**src/rtl/core/tws_pkg.sv**
```systemverilog
// ----------------------------------------------------------------------------
// tws_pkg: shared types and constants for the tape wave level slicer
// Item and result layouts, function and register codes, slicing thresholds.
// ----------------------------------------------------------------------------
package tws_pkg;

    // Default prescaler width
    localparam int COUNT_WIDTH_DEF = 16;

    // Field widths
    localparam int SAMPLE_W   = 16;
    localparam int DIVISOR_W  = 16;
    localparam int CFG_DATA_W = 16;

    // Divisor used while no tape is playing, and reset divisor
    localparam logic [DIVISOR_W-1:0] IDLE_DIVISOR  = 16'd20;
    localparam logic [DIVISOR_W-1:0] DIVISOR_RESET = 16'd20;

    // Hysteresis thresholds
    localparam logic signed [SAMPLE_W-1:0] WIDE_HIGH   = 16'sh2000;
    localparam logic signed [SAMPLE_W-1:0] WIDE_LOW    = 16'shE000;
    localparam logic [7:0]                 NARROW_HIGH = 8'hA0;
    localparam logic [7:0]                 NARROW_LOW  = 8'h60;

    // Item function codes
    typedef enum logic [1:0] {
        FUNC_TICK   = 2'd0,
        FUNC_REWIND = 2'd1,
        FUNC_START  = 2'd2,
        FUNC_EJECT  = 2'd3
    } t_func;

    // Configuration register indexes
    typedef enum logic [0:0] {
        CFG_TICK_DIVISOR   = 1'b0,
        CFG_SAMPLE_IS_WIDE = 1'b1
    } t_cfg_idx;

    typedef struct packed {
        t_func                func;
        logic                 motor_on;
        logic                 sample_valid;
        logic [SAMPLE_W-1:0]  sample_bits;
    } t_item;

    typedef struct packed {
        logic tape_level;
        logic sample_taken;
        logic tape_active;
        logic tape_ended;
    } t_result;

    typedef struct packed {
        logic                  we;
        t_cfg_idx              idx;
        logic [CFG_DATA_W-1:0] data;
    } t_cfg_wr;

    // Handshake between the input register and the slicing stage
    typedef struct packed {
        logic  vld;
        t_item item;
    } t_stage;

    // Hysteresis slice: new level from one sample and the held level
    function automatic logic slice_level(input logic                wide,
                                         input logic [SAMPLE_W-1:0] bits,
                                         input logic                level);
        logic res;
        res = level;
        if (wide) begin
            if ($signed(bits) > WIDE_HIGH) begin
                res = 1'b1;
            end else if ($signed(bits) < WIDE_LOW) begin
                res = 1'b0;
            end
        end else begin
            if (bits[7:0] > NARROW_HIGH) begin
                res = 1'b1;
            end else if (bits[7:0] < NARROW_LOW) begin
                res = 1'b0;
            end
        end
        return res;
    endfunction

endpackage

```
**src/rtl/core/tws_if.sv**
```systemverilog
// ----------------------------------------------------------------------------
// tws_if: channel interfaces for the tape wave level slicer
// Input item channel and result channel, valid/ready handshake.
// ----------------------------------------------------------------------------
interface tws_item_if;
    logic        valid;
    logic        ready;
    logic [1:0]  func;
    logic        motor_on;
    logic        sample_valid;
    logic [15:0] sample_bits;

    modport source (output valid, func, motor_on, sample_valid, sample_bits,
                    input ready);
    modport sink   (input valid, func, motor_on, sample_valid, sample_bits,
                    output ready);
endinterface

interface tws_result_if;
    logic valid;
    logic ready;
    logic tape_level;
    logic sample_taken;
    logic tape_active;
    logic tape_ended;

    modport source (output valid, tape_level, sample_taken, tape_active,
                    tape_ended, input ready);
    modport sink   (input valid, tape_level, sample_taken, tape_active,
                    tape_ended, output ready);
endinterface

```
**src/rtl/core/tws_in_reg.sv**
```systemverilog
// ----------------------------------------------------------------------------
// tws_in_reg: input register of the tape wave level slicer
// Captures one item per transfer and holds it until the slicing stage takes it.
// ----------------------------------------------------------------------------
module tws_in_reg (
    input  logic            i_clk,
    input  logic            i_rst_n,
    tws_item_if.sink        i_item,
    input  logic            i_take,
    output tws_pkg::t_stage o_stage
);

    logic           r_vld;
    tws_pkg::t_item r_item;

    // Room when empty or when the held item moves on this cycle
    assign i_item.ready = !r_vld || i_take;

    always_ff @(posedge i_clk) begin
        if (!i_rst_n) begin
            r_vld <= 1'b0;
        end else if (i_item.valid && i_item.ready) begin
            r_vld <= 1'b1;
        end else if (i_take) begin
            r_vld <= 1'b0;
        end
    end

    // Payload, no reset
    always_ff @(posedge i_clk) begin
        if (i_item.valid && i_item.ready) begin
            r_item.func         <= tws_pkg::t_func'(i_item.func);
            r_item.motor_on     <= i_item.motor_on;
            r_item.sample_valid <= i_item.sample_valid;
            r_item.sample_bits  <= i_item.sample_bits;
        end
    end

    assign o_stage.vld  = r_vld;
    assign o_stage.item = r_item;

endmodule

```
**src/rtl/core/tws_core.sv**
```systemverilog
// ----------------------------------------------------------------------------
// tws_core: prescaler, hysteresis slicer and result register
// Updates tape state for one item per cycle unless stalled; registers results.
// ----------------------------------------------------------------------------
module tws_core #(
    parameter int COUNT_WIDTH = tws_pkg::COUNT_WIDTH_DEF
) (
    input  logic            i_clk,
    input  logic            i_rst_n,
    input  tws_pkg::t_cfg_wr i_cfg,
    input  tws_pkg::t_stage i_stage,
    output logic            o_take,
    tws_result_if.source    o_result
);

    localparam int CMP_W = (COUNT_WIDTH > tws_pkg::DIVISOR_W) ?
                           COUNT_WIDTH : tws_pkg::DIVISOR_W;

    // Configuration
    logic [tws_pkg::DIVISOR_W-1:0] r_div;
    logic                          r_wide;

    // Tape state
    logic [COUNT_WIDTH-1:0] r_cnt, n_cnt;
    logic                   r_level, n_level;
    logic                   r_active, n_active;

    // Result register
    logic             r_out_vld;
    tws_pkg::t_result r_res, n_res;

    logic [COUNT_WIDTH-1:0]        cnt_inc;
    logic [tws_pkg::DIVISOR_W-1:0] divisor;
    logic                          fire;
    logic                          load;

    // Stage moves when the result register is free or being drained
    assign o_take = i_stage.vld && (!r_out_vld || o_result.ready);
    assign load   = o_take;

    // Prescaler compare
    assign cnt_inc = r_cnt + COUNT_WIDTH'(1);
    assign divisor = r_active ? r_div : tws_pkg::IDLE_DIVISOR;
    assign fire    = CMP_W'(cnt_inc) >= CMP_W'(divisor);

    // Next state and result for the item in the input register
    always_comb begin
        n_cnt    = r_cnt;
        n_level  = r_level;
        n_active = r_active;
        n_res.sample_taken = 1'b0;
        n_res.tape_ended   = 1'b0;
        case (i_stage.item.func)
            tws_pkg::FUNC_TICK: begin
                n_cnt = fire ? '0 : cnt_inc;
                if (fire && r_active && i_stage.item.motor_on) begin
                    if (i_stage.item.sample_valid) begin
                        n_level = tws_pkg::slice_level(r_wide,
                                                       i_stage.item.sample_bits,
                                                       r_level);
                        n_res.sample_taken = 1'b1;
                    end else begin
                        n_active         = 1'b0;
                        n_res.tape_ended = 1'b1;
                    end
                end
            end
            tws_pkg::FUNC_REWIND: begin
                if (r_active) begin
                    n_level = 1'b0;
                end
            end
            tws_pkg::FUNC_START: n_active = 1'b1;
            tws_pkg::FUNC_EJECT: n_active = 1'b0;
            default: ;
        endcase
        n_res.tape_level  = n_level;
        n_res.tape_active = n_active;
    end

    // Control state and configuration
    always_ff @(posedge i_clk) begin
        if (!i_rst_n) begin
            r_div     <= tws_pkg::DIVISOR_RESET;
            r_wide    <= 1'b0;
            r_cnt     <= '0;
            r_level   <= 1'b0;
            r_active  <= 1'b0;
            r_out_vld <= 1'b0;
        end else begin
            if (i_cfg.we) begin
                case (i_cfg.idx)
                    tws_pkg::CFG_TICK_DIVISOR:   r_div  <= i_cfg.data;
                    tws_pkg::CFG_SAMPLE_IS_WIDE: r_wide <= i_cfg.data[0];
                    default: ;
                endcase
            end
            if (load) begin
                r_cnt    <= n_cnt;
                r_level  <= n_level;
                r_active <= n_active;
            end
            if (load) begin
                r_out_vld <= 1'b1;
            end else if (o_result.ready) begin
                r_out_vld <= 1'b0;
            end
        end
    end

    // Result payload, no reset
    always_ff @(posedge i_clk) begin
        if (load) begin
            r_res <= n_res;
        end
    end

    assign o_result.valid        = r_out_vld;
    assign o_result.tape_level   = r_res.tape_level;
    assign o_result.sample_taken = r_res.sample_taken;
    assign o_result.tape_active  = r_res.tape_active;
    assign o_result.tape_ended   = r_res.tape_ended;

    // Checks
    a_taken_ended_excl: assert property (@(posedge i_clk) disable iff (!i_rst_n)
        r_out_vld |-> !(r_res.sample_taken && r_res.tape_ended))
        else $error("sample taken and tape ended in one result");

    a_result_tracks_state: assert property (@(posedge i_clk) disable iff (!i_rst_n)
        r_out_vld |-> (r_res.tape_active == r_active && r_res.tape_level == r_level))
        else $error("result out of step with tape state");

    a_end_stops_tape: assert property (@(posedge i_clk) disable iff (!i_rst_n)
        (load && n_res.tape_ended) |=> !r_active)
        else $error("tape still active after end");

    a_fire_clears_count: assert property (@(posedge i_clk) disable iff (!i_rst_n)
        (load && i_stage.item.func == tws_pkg::FUNC_TICK && fire) |=> (r_cnt == '0))
        else $error("prescaler not cleared on fire");

endmodule

```
**src/rtl/core/tape_wave_level_slicer_top.sv**
```systemverilog
// ----------------------------------------------------------------------------
// tape_wave_level_slicer_top: cassette level from recorded audio samples
// Prescaled hysteresis slicer with tape start, eject, rewind and end handling.
// ----------------------------------------------------------------------------
// Takes one item per clock unless the result side stalls, and returns exactly
// one result for it. An item is held in the input register, then the prescaler
// compare and the slicer update the tape state and load the result register,
// which holds the result until it transfers. Throughput is one item per cycle
// as long as the result side takes results, because the prescaler count, the
// level and the active flag are all updated in the same cycle that loads the
// result. The configuration port writes tick_divisor (index 0) and
// sample_is_wide (index 1); write it only while no item is in flight.
module tape_wave_level_slicer_top #(
    parameter int COUNT_WIDTH = tws_pkg::COUNT_WIDTH_DEF
) (
    input  logic                           i_clk,
    input  logic                           i_rst_n,
    input  logic                           i_cfg_we,
    input  logic                           i_cfg_idx,
    input  logic [tws_pkg::CFG_DATA_W-1:0] i_cfg_data,
    tws_item_if.sink                       i_item,
    tws_result_if.source                   o_result
);

    tws_pkg::t_cfg_wr cfg;
    tws_pkg::t_stage  stage;
    logic             take;

    // Configuration write bundle
    assign cfg.we   = i_cfg_we;
    assign cfg.idx  = tws_pkg::t_cfg_idx'(i_cfg_idx);
    assign cfg.data = i_cfg_data;

    tws_in_reg u_in_reg (
        .i_clk   (i_clk),
        .i_rst_n (i_rst_n),
        .i_item  (i_item),
        .i_take  (take),
        .o_stage (stage)
    );

    tws_core #(
        .COUNT_WIDTH (COUNT_WIDTH)
    ) u_core (
        .i_clk    (i_clk),
        .i_rst_n  (i_rst_n),
        .i_cfg    (cfg),
        .i_stage  (stage),
        .o_take   (take),
        .o_result (o_result)
    );

endmodule
```
**src/flat_wrapper.sv**
```systemverilog
// flat-port wrapper written by rule: the top's interface ports become plain ports
module tape_wave_level_slicer_top_flat 
#(
    parameter int COUNT_WIDTH = tws_pkg::COUNT_WIDTH_DEF
)
  (i_clk, i_rst_n, i_cfg_we, i_cfg_idx, i_cfg_data, i_item_valid, i_item_func, i_item_motor_on, i_item_sample_valid, i_item_sample_bits, i_item_ready, o_result_valid, o_result_tape_level, o_result_sample_taken, o_result_tape_active, o_result_tape_ended, o_result_ready);
  tws_item_if i_item_i ();
  tws_result_if o_result_i ();
  input  logic i_clk;
  input  logic i_rst_n;
  input  logic i_cfg_we;
  input  logic i_cfg_idx;
  input  logic [tws_pkg::CFG_DATA_W-1:0] i_cfg_data;
  input wire logic [$bits(i_item_i.valid)-1:0] i_item_valid;
  input wire logic [$bits(i_item_i.func)-1:0] i_item_func;
  input wire logic [$bits(i_item_i.motor_on)-1:0] i_item_motor_on;
  input wire logic [$bits(i_item_i.sample_valid)-1:0] i_item_sample_valid;
  input wire logic [$bits(i_item_i.sample_bits)-1:0] i_item_sample_bits;
  output wire logic [$bits(i_item_i.ready)-1:0] i_item_ready;
  output wire logic [$bits(o_result_i.valid)-1:0] o_result_valid;
  output wire logic [$bits(o_result_i.tape_level)-1:0] o_result_tape_level;
  output wire logic [$bits(o_result_i.sample_taken)-1:0] o_result_sample_taken;
  output wire logic [$bits(o_result_i.tape_active)-1:0] o_result_tape_active;
  output wire logic [$bits(o_result_i.tape_ended)-1:0] o_result_tape_ended;
  input wire logic [$bits(o_result_i.ready)-1:0] o_result_ready;
  assign i_item_i.valid = i_item_valid;
  assign i_item_i.func = i_item_func;
  assign i_item_i.motor_on = i_item_motor_on;
  assign i_item_i.sample_valid = i_item_sample_valid;
  assign i_item_i.sample_bits = i_item_sample_bits;
  assign i_item_ready = i_item_i.ready;
  assign o_result_valid = o_result_i.valid;
  assign o_result_tape_level = o_result_i.tape_level;
  assign o_result_sample_taken = o_result_i.sample_taken;
  assign o_result_tape_active = o_result_i.tape_active;
  assign o_result_tape_ended = o_result_i.tape_ended;
  assign o_result_i.ready = o_result_ready;
  tape_wave_level_slicer_top #(.COUNT_WIDTH(COUNT_WIDTH)) u_core (.i_clk(i_clk), .i_rst_n(i_rst_n), .i_cfg_we(i_cfg_we), .i_cfg_idx(i_cfg_idx), .i_cfg_data(i_cfg_data), .i_item(i_item_i), .o_result(o_result_i));
endmodule
```
**config.mk**
```make
export PLATFORM = sky130hd
export DESIGN_NAME = tape_wave_level_slicer_top_flat
export DESIGN_NICKNAME = d
export VERILOG_FILES = /design/src/rtl/core/tws_pkg.sv /design/src/rtl/core/tws_if.sv /design/src/rtl/core/tws_in_reg.sv /design/src/rtl/core/tws_core.sv /design/src/rtl/core/tape_wave_level_slicer_top.sv /design/src/flat_wrapper.sv
export SDC_FILE = /design/constraint.sdc
export NUM_CORES = 1
export LEC_CHECK = 0
export BUFFER_PORTS_ARGS = -buffer_cell sky130_fd_sc_hd__buf_2
export CORE_ASPECT_RATIO = 1.25
export CORE_MARGIN = 1.5
export CORE_UTILIZATION = 25
export DETAILED_ROUTE_END_ITERATION = 8
export PLACE_DENSITY = 0.43
export SLEW_MARGIN = 40
export SYNTH_ARGS = -nofsm -noshare
export SYNTH_HDL_FRONTEND = slang
export SYNTH_HIERARCHICAL = 1
export SYNTH_SLANG_ARGS = --single-unit
```
**constraint.sdc**
```tcl
create_clock -name i_clk -period 3.8 [get_ports i_clk]
set_input_delay 0.38 -clock i_clk [delete_from_list [all_inputs] [get_ports i_clk]]
set_output_delay 0.38 -clock i_clk [all_outputs]
set_load 0.005 [all_outputs]
```
### Word level (Yosys, flattened, before mapping)

Index checks and enable logic that the tools add are counted.

| word-level totals | value |
|---|---|
| flip-flop bits (word level) | 61 |
| word-level logic and storage cells | 60 |
| bits of input ports | 42 |

| operators by class | value |
|---|---|
| order comparisons | 5 |
| reductions and logical operators | 15 |
| eq/ne operators | 3 |
| add/subtract/negate cells | 1 |
| multiplexer cells | 20 |
| bitwise gates (word level) | 1 |

Operators with widths:

| operator | number |
|---|---|
| 16-bit 2-to-1 mux | 2 |
| 16-bit by 1-bit adder with 16-bit output, second input constant | 1 |
| 16-bit greater-or-equal comparator | 1 |
| 16-bit by 15-bit > comparator with 1-bit output, second input constant | 1 |
| 16-bit by 14-bit < comparator with 1-bit output, second input constant | 1 |
| 1-bit 2-to-1 mux | 16 |
| 8-bit > comparator, second input constant | 1 |
| 8-bit by 7-bit < comparator with 1-bit output, second input constant | 1 |
| 2-bit AND reduction | 4 |
| 2-bit equality test, second input constant | 2 |
| 1-bit logical AND | 4 |
| 2-bit nonzero test | 2 |
| 1-bit one-hot mux with 3 select lines | 1 |
| 2-bit by 1-bit equality test with 1-bit output, second input constant | 1 |
| 1-bit zero test | 2 |
| 2-bit zero test | 1 |
| 1-bit logical OR | 2 |
| 1-bit one-hot mux with 2 select lines | 1 |
| 1-bit inverter | 1 |

### Logic depth before layout (Yosys ltp)

| depth | value |
|---|---|
| word-level depth | 7 |
| gate-level depth with buffers | 15 |

### Cells and area by module

Netlist, hierarchy kept.

By module, submodules not included:

| module | times used | area each (µm²) | cells an instance | seq. area each (µm²) |
|---|---|---|---|---|
| tws_core | 1 | 2418.6 | 315 | 840.8 |
| tws_in_reg | 1 | 665.6 | 26 | 620.6 |

### Worst setup path after synthesis

Ideal clock, no wire load.

| timing path | value |
|---|---|
| path type | flip-flop to flip-flop |
| from | register u_core.u_core.r_cnt[4] |
| to | register u_core.u_core.r_res (netlist bit u_core/u_core/o_result.tape_active), data pin |
| period minus slack after synthesis | 3.006 ns |
| required time | 3.526 ns |
| setup time | 0.274 ns |
| cell stages (with the launch flop) | 15 |
| data arrival time | 2.732 ns |
| buffers on the path | 2 |
| path slack | 0.794 ns |
| cell sequence | dfxtp_1 buf_2 nand3_2 or2_1 buf_6 nor3_4 nand3_2 xnor2_1 ha_1 nand4_1 nor3_1 o21ai_0 and3_1 nor4_1 o22ai_1 |

| on the way | value |
|---|---|
| word-level cells in the longest chain between the ends | 6 |

RTL lines:

| what | RTL line | source |
|---|---|---|
| start, declared | tws_core.sv:24 | `logic [COUNT_WIDTH-1:0] r_cnt, n_cnt;` |
| start signal, assigned | tws_core.sv:99 | `r_cnt <= n_cnt;` |
| 16-bit by 1-bit adder with 16-bit output | tws_core.sv:42 | `assign cnt_inc = r_cnt + COUNT_WIDTH'(1);` |
| 16-bit greater-or-equal comparator | tws_core.sv:44 | `assign fire = CMP_W'(cnt_inc) >= CMP_W'(divisor);` |
| 1-bit logical AND (2 in series) | tws_core.sv:56 | `if (fire && r_active && i_stage.item.motor_on) begin` |
| 1-bit 2-to-1 mux | tws_core.sv:56 |  |
| 1-bit one-hot mux with 3 select lines | tws_core.sv:53 | `case (i_stage.item.func)` |
| net u_core.u_core.n_active | tws_core.sv:26 | `logic r_active, n_active;` |
| end signal, assigned | tws_core.sv:114 | `r_res <= n_res;` |
| end, declared | tws_core.sv:30 | `tws_pkg::t_result r_res, n_res;` |

The timed path passes the listed nets, and every way through them passes these cells.
A chain may end at the register's enable or synchronous reset.

### Worst setup path in the final report

Ends and elaborated chain as after synthesis.

==> results.ini <==
[status]
status = finished, final reports clean

[floorplanning]
dieArea_um2 = 13000
core_region_area_um2 = 12100
die_x_um = 102
boundaryPins = 48
rows = 45
start_util = 0.255
dieHeight_um = 127

[setup_path]
worstPathRequired_ps = 3860
cp-start-kind = register
cp-end-kind = register
worst-path-max-fanout = 21
cp.arrival_ps = 3570
path_class = reg2reg
reg2reg_slack_ps = 280

[detailed_routing]
drc = 0
drt_wl_total_mm = 7.35
via_per_inst = 4.53
vias = 2503
ant_nets = 0
dr.pass1.iters = 4
avgRoutedWirePerCell_um = 13.3
drtIter0Drc = 99

[sta]
rsz0062_at_grt = no
max_freq_ghz = 0.284
maxSlewHeadroom = 0.502
hold_viol = 0
finalSetupViolations = 0
skew_ps = 3.58
fin_setup_tns_ps = 0
setup_slack_ps = 284
worst_pin_slew_ps = 745
min_period_over_period = 0.925
maxSlewViolCount = 0
min_period_ps = 3520

[flow_run]
drv_cap = 0

[cells_and_area]
fillers = 1267
layout.nets = 443
area_growth_syn_to_layout_pct = 21.7
diodes = 0
drive_gt1_frac = 0.195
final_common_cell = nand2_1
layout.cells.most_common_list = nand2_1 (77), buf_2 (47), a21oi_1 (38), dfxtp_1 (37), edfxtp_1 (24)

[clock_network]
hold_buffers = 0
cts_buffer_depth = 2
post-cts-setup-buffers = 0
clock-sinks = 61
clk_pin_slew_ps = 50
cts_resized = 0
htree_num_levels = 3
cts_buffers = 9
clkLatencyLatePin_ps = 320
cts_tree = built
clockRootBuffer = clkbuf_16

[grt]
antenna_found_initial = 0
grt_max_degree = 34
grt_pass1_wl_mm = 11.9
grt_pass1_vias = 2525
grt_overflow_total = 0
grtUsageTotal = 0.121

[synth]
avgSynthCellArea_um2 = 9.04
ys.flop_type = dfxtp_1
synth_top_area_frac = 0.240
ys_seq_area_frac = 0.474
synth_top_area_cell = dfxtp_1
synthCells = 341
yosys-top-cells-area = dfxtp_1 (24%), edfxtp_1 (23%), nand2_1 (9.4%)
ys_warn_count = 6
syn_nets = 400
synth.cell_area_um2 = 3080
ys_ff_latch = 61
synth_edf_count = 24
async_flop_share = 0
synth.distinct_cells = 46

[hold_path]
hold_class = in2reg

[placement]
hpwl_mm = 5.40
post-place-ws_ps = 333
portBuffers = 47
gp_congestion = 0.812

[power_and_ir_drop]
power_density_nw_per_um2 = 439
leakage_nw = 1.41
total_power_mw = 1.65
ir_drop_mv = 0.206

-- per-stage QoR --
stage | hold slack [ps] | instances | util | cell area, um2
2_1_floorplan | 432 | 341 | - | 3080
3_3_place_gp | 442 | 537 | 0.285 | 3460
6_report | 225 | 553 | 0.310 | 3750
4_1_cts | 213 | 553 | 0.310 | 3750
3_5_place_dp | 444 | 537 | 0.286 | 3460
5_1_grt | 210 | 553 | 0.310 | 3750
-- power by group --
part | internal (mW) | leakage [nW] | switching, mW
Clock | 0.523 | 0.143 | 0.280
Combinational | 0.0451 | 0.740 | 0.0629
Sequential | 0.713 | 0.533 | 0.0228
Total | 1.28 | 1.41 | 0.366
-- Yosys cell counts, types with 7 or more instances --
master	instances
a21oi_1	38
clkbuf_1	13
dfxtp_1	37
edfxtp_1	24
ha_1	17
inv_1	8
nand2_1	77
nand3_1	18
nor2_1	7
nor3_1	9
o21ai_0	10
xnor2_1	8
-- final cells by class --
class                      instances  area, um2  area share
sequential                        61       1460       0.389
inverter                           8       30.0     0.00800
multi-input combinational        253       1500       0.399
timing repair buffer              51        265      0.0707
clock inverter                     4       47.5      0.0127
tap                              164        205      0.0547
clock buffer                      12        246      0.0657
-- worst paths after layout --
path | start | endpoint | cells past startpoint
worst max-delay path | u_core/u_core/r_cnt[4] | u_core/u_core/o_result.tape_active | 13
worst min-delay path | i_item_sample_bits[14] | u_core/u_in_reg/o_stage[14] | 1
worst max register to register | u_core/u_core/r_cnt[4] | u_core/u_core/o_result.tape_active | 13
worst min register to register | u_core/u_core/r_div[0] | u_core/u_core/r_div[0] | 2
-- routing by layer --
metal,part of all wire,wire (um),track usage
met3,0.032,233,0.0323
met1,0.42,3100,0.132
met5,0,0,0
met2,0.52,3830,0.213
met4,0.026,189,0.0580
-- logic make-up (layout without fill, tap and decap cells) --
| group | count (synthesis) | count (layout) | share of synthesized area |
|---|---|---|---|
| AO/OA/AOI/OAI | 66 | 66 | 0.123 |
| adder cells (fa/ha/maj) | 17 | 17 | 0.0690 |
| multiplexers | 1 | 1 | 0.00325 |
| XOR/XNOR | 14 | 14 | 0.0398 |
| buffers and inverters | 27 | 75 | 0.0418 |
| AND/OR/NAND/NOR | 155 | 155 | 0.249 |
| flip-flops | 61 | 61 | 0.474 |
-- flip-flops by register name, summed over array words and instances (netlist names) --
register,flops
u_core/u_in_reg/r_vld,1
u_core/u_core/r_wide,1
u_core/u_core/r_level,1
u_core/u_core/o_result.tape_active,1
u_core/u_core/r_div,16
u_core/u_core/o_result.tape_ended,1
u_core/u_core/o_result.tape_level,1
u_core/u_core/r_active,1
u_core/u_in_reg/o_stage,20
u_core/u_core/r_cnt,16
u_core/u_core/o_result.valid,1
u_core/u_core/o_result.sample_taken,1
-- critical path, cell delays in order (launching register included) --
cell and delay (ps):
dfxtp_1 450, nand3_2 100, or2_1 330, nor3_4 290, nand3_2 130, xnor2_1 160, ha_1 310, nand4_1 150
nor3_1 280, o21ai_0 160, and3_1 170, buf_4 200, nor4_1 380, o22ai_1 140
(Power assumes the default switching activity.)
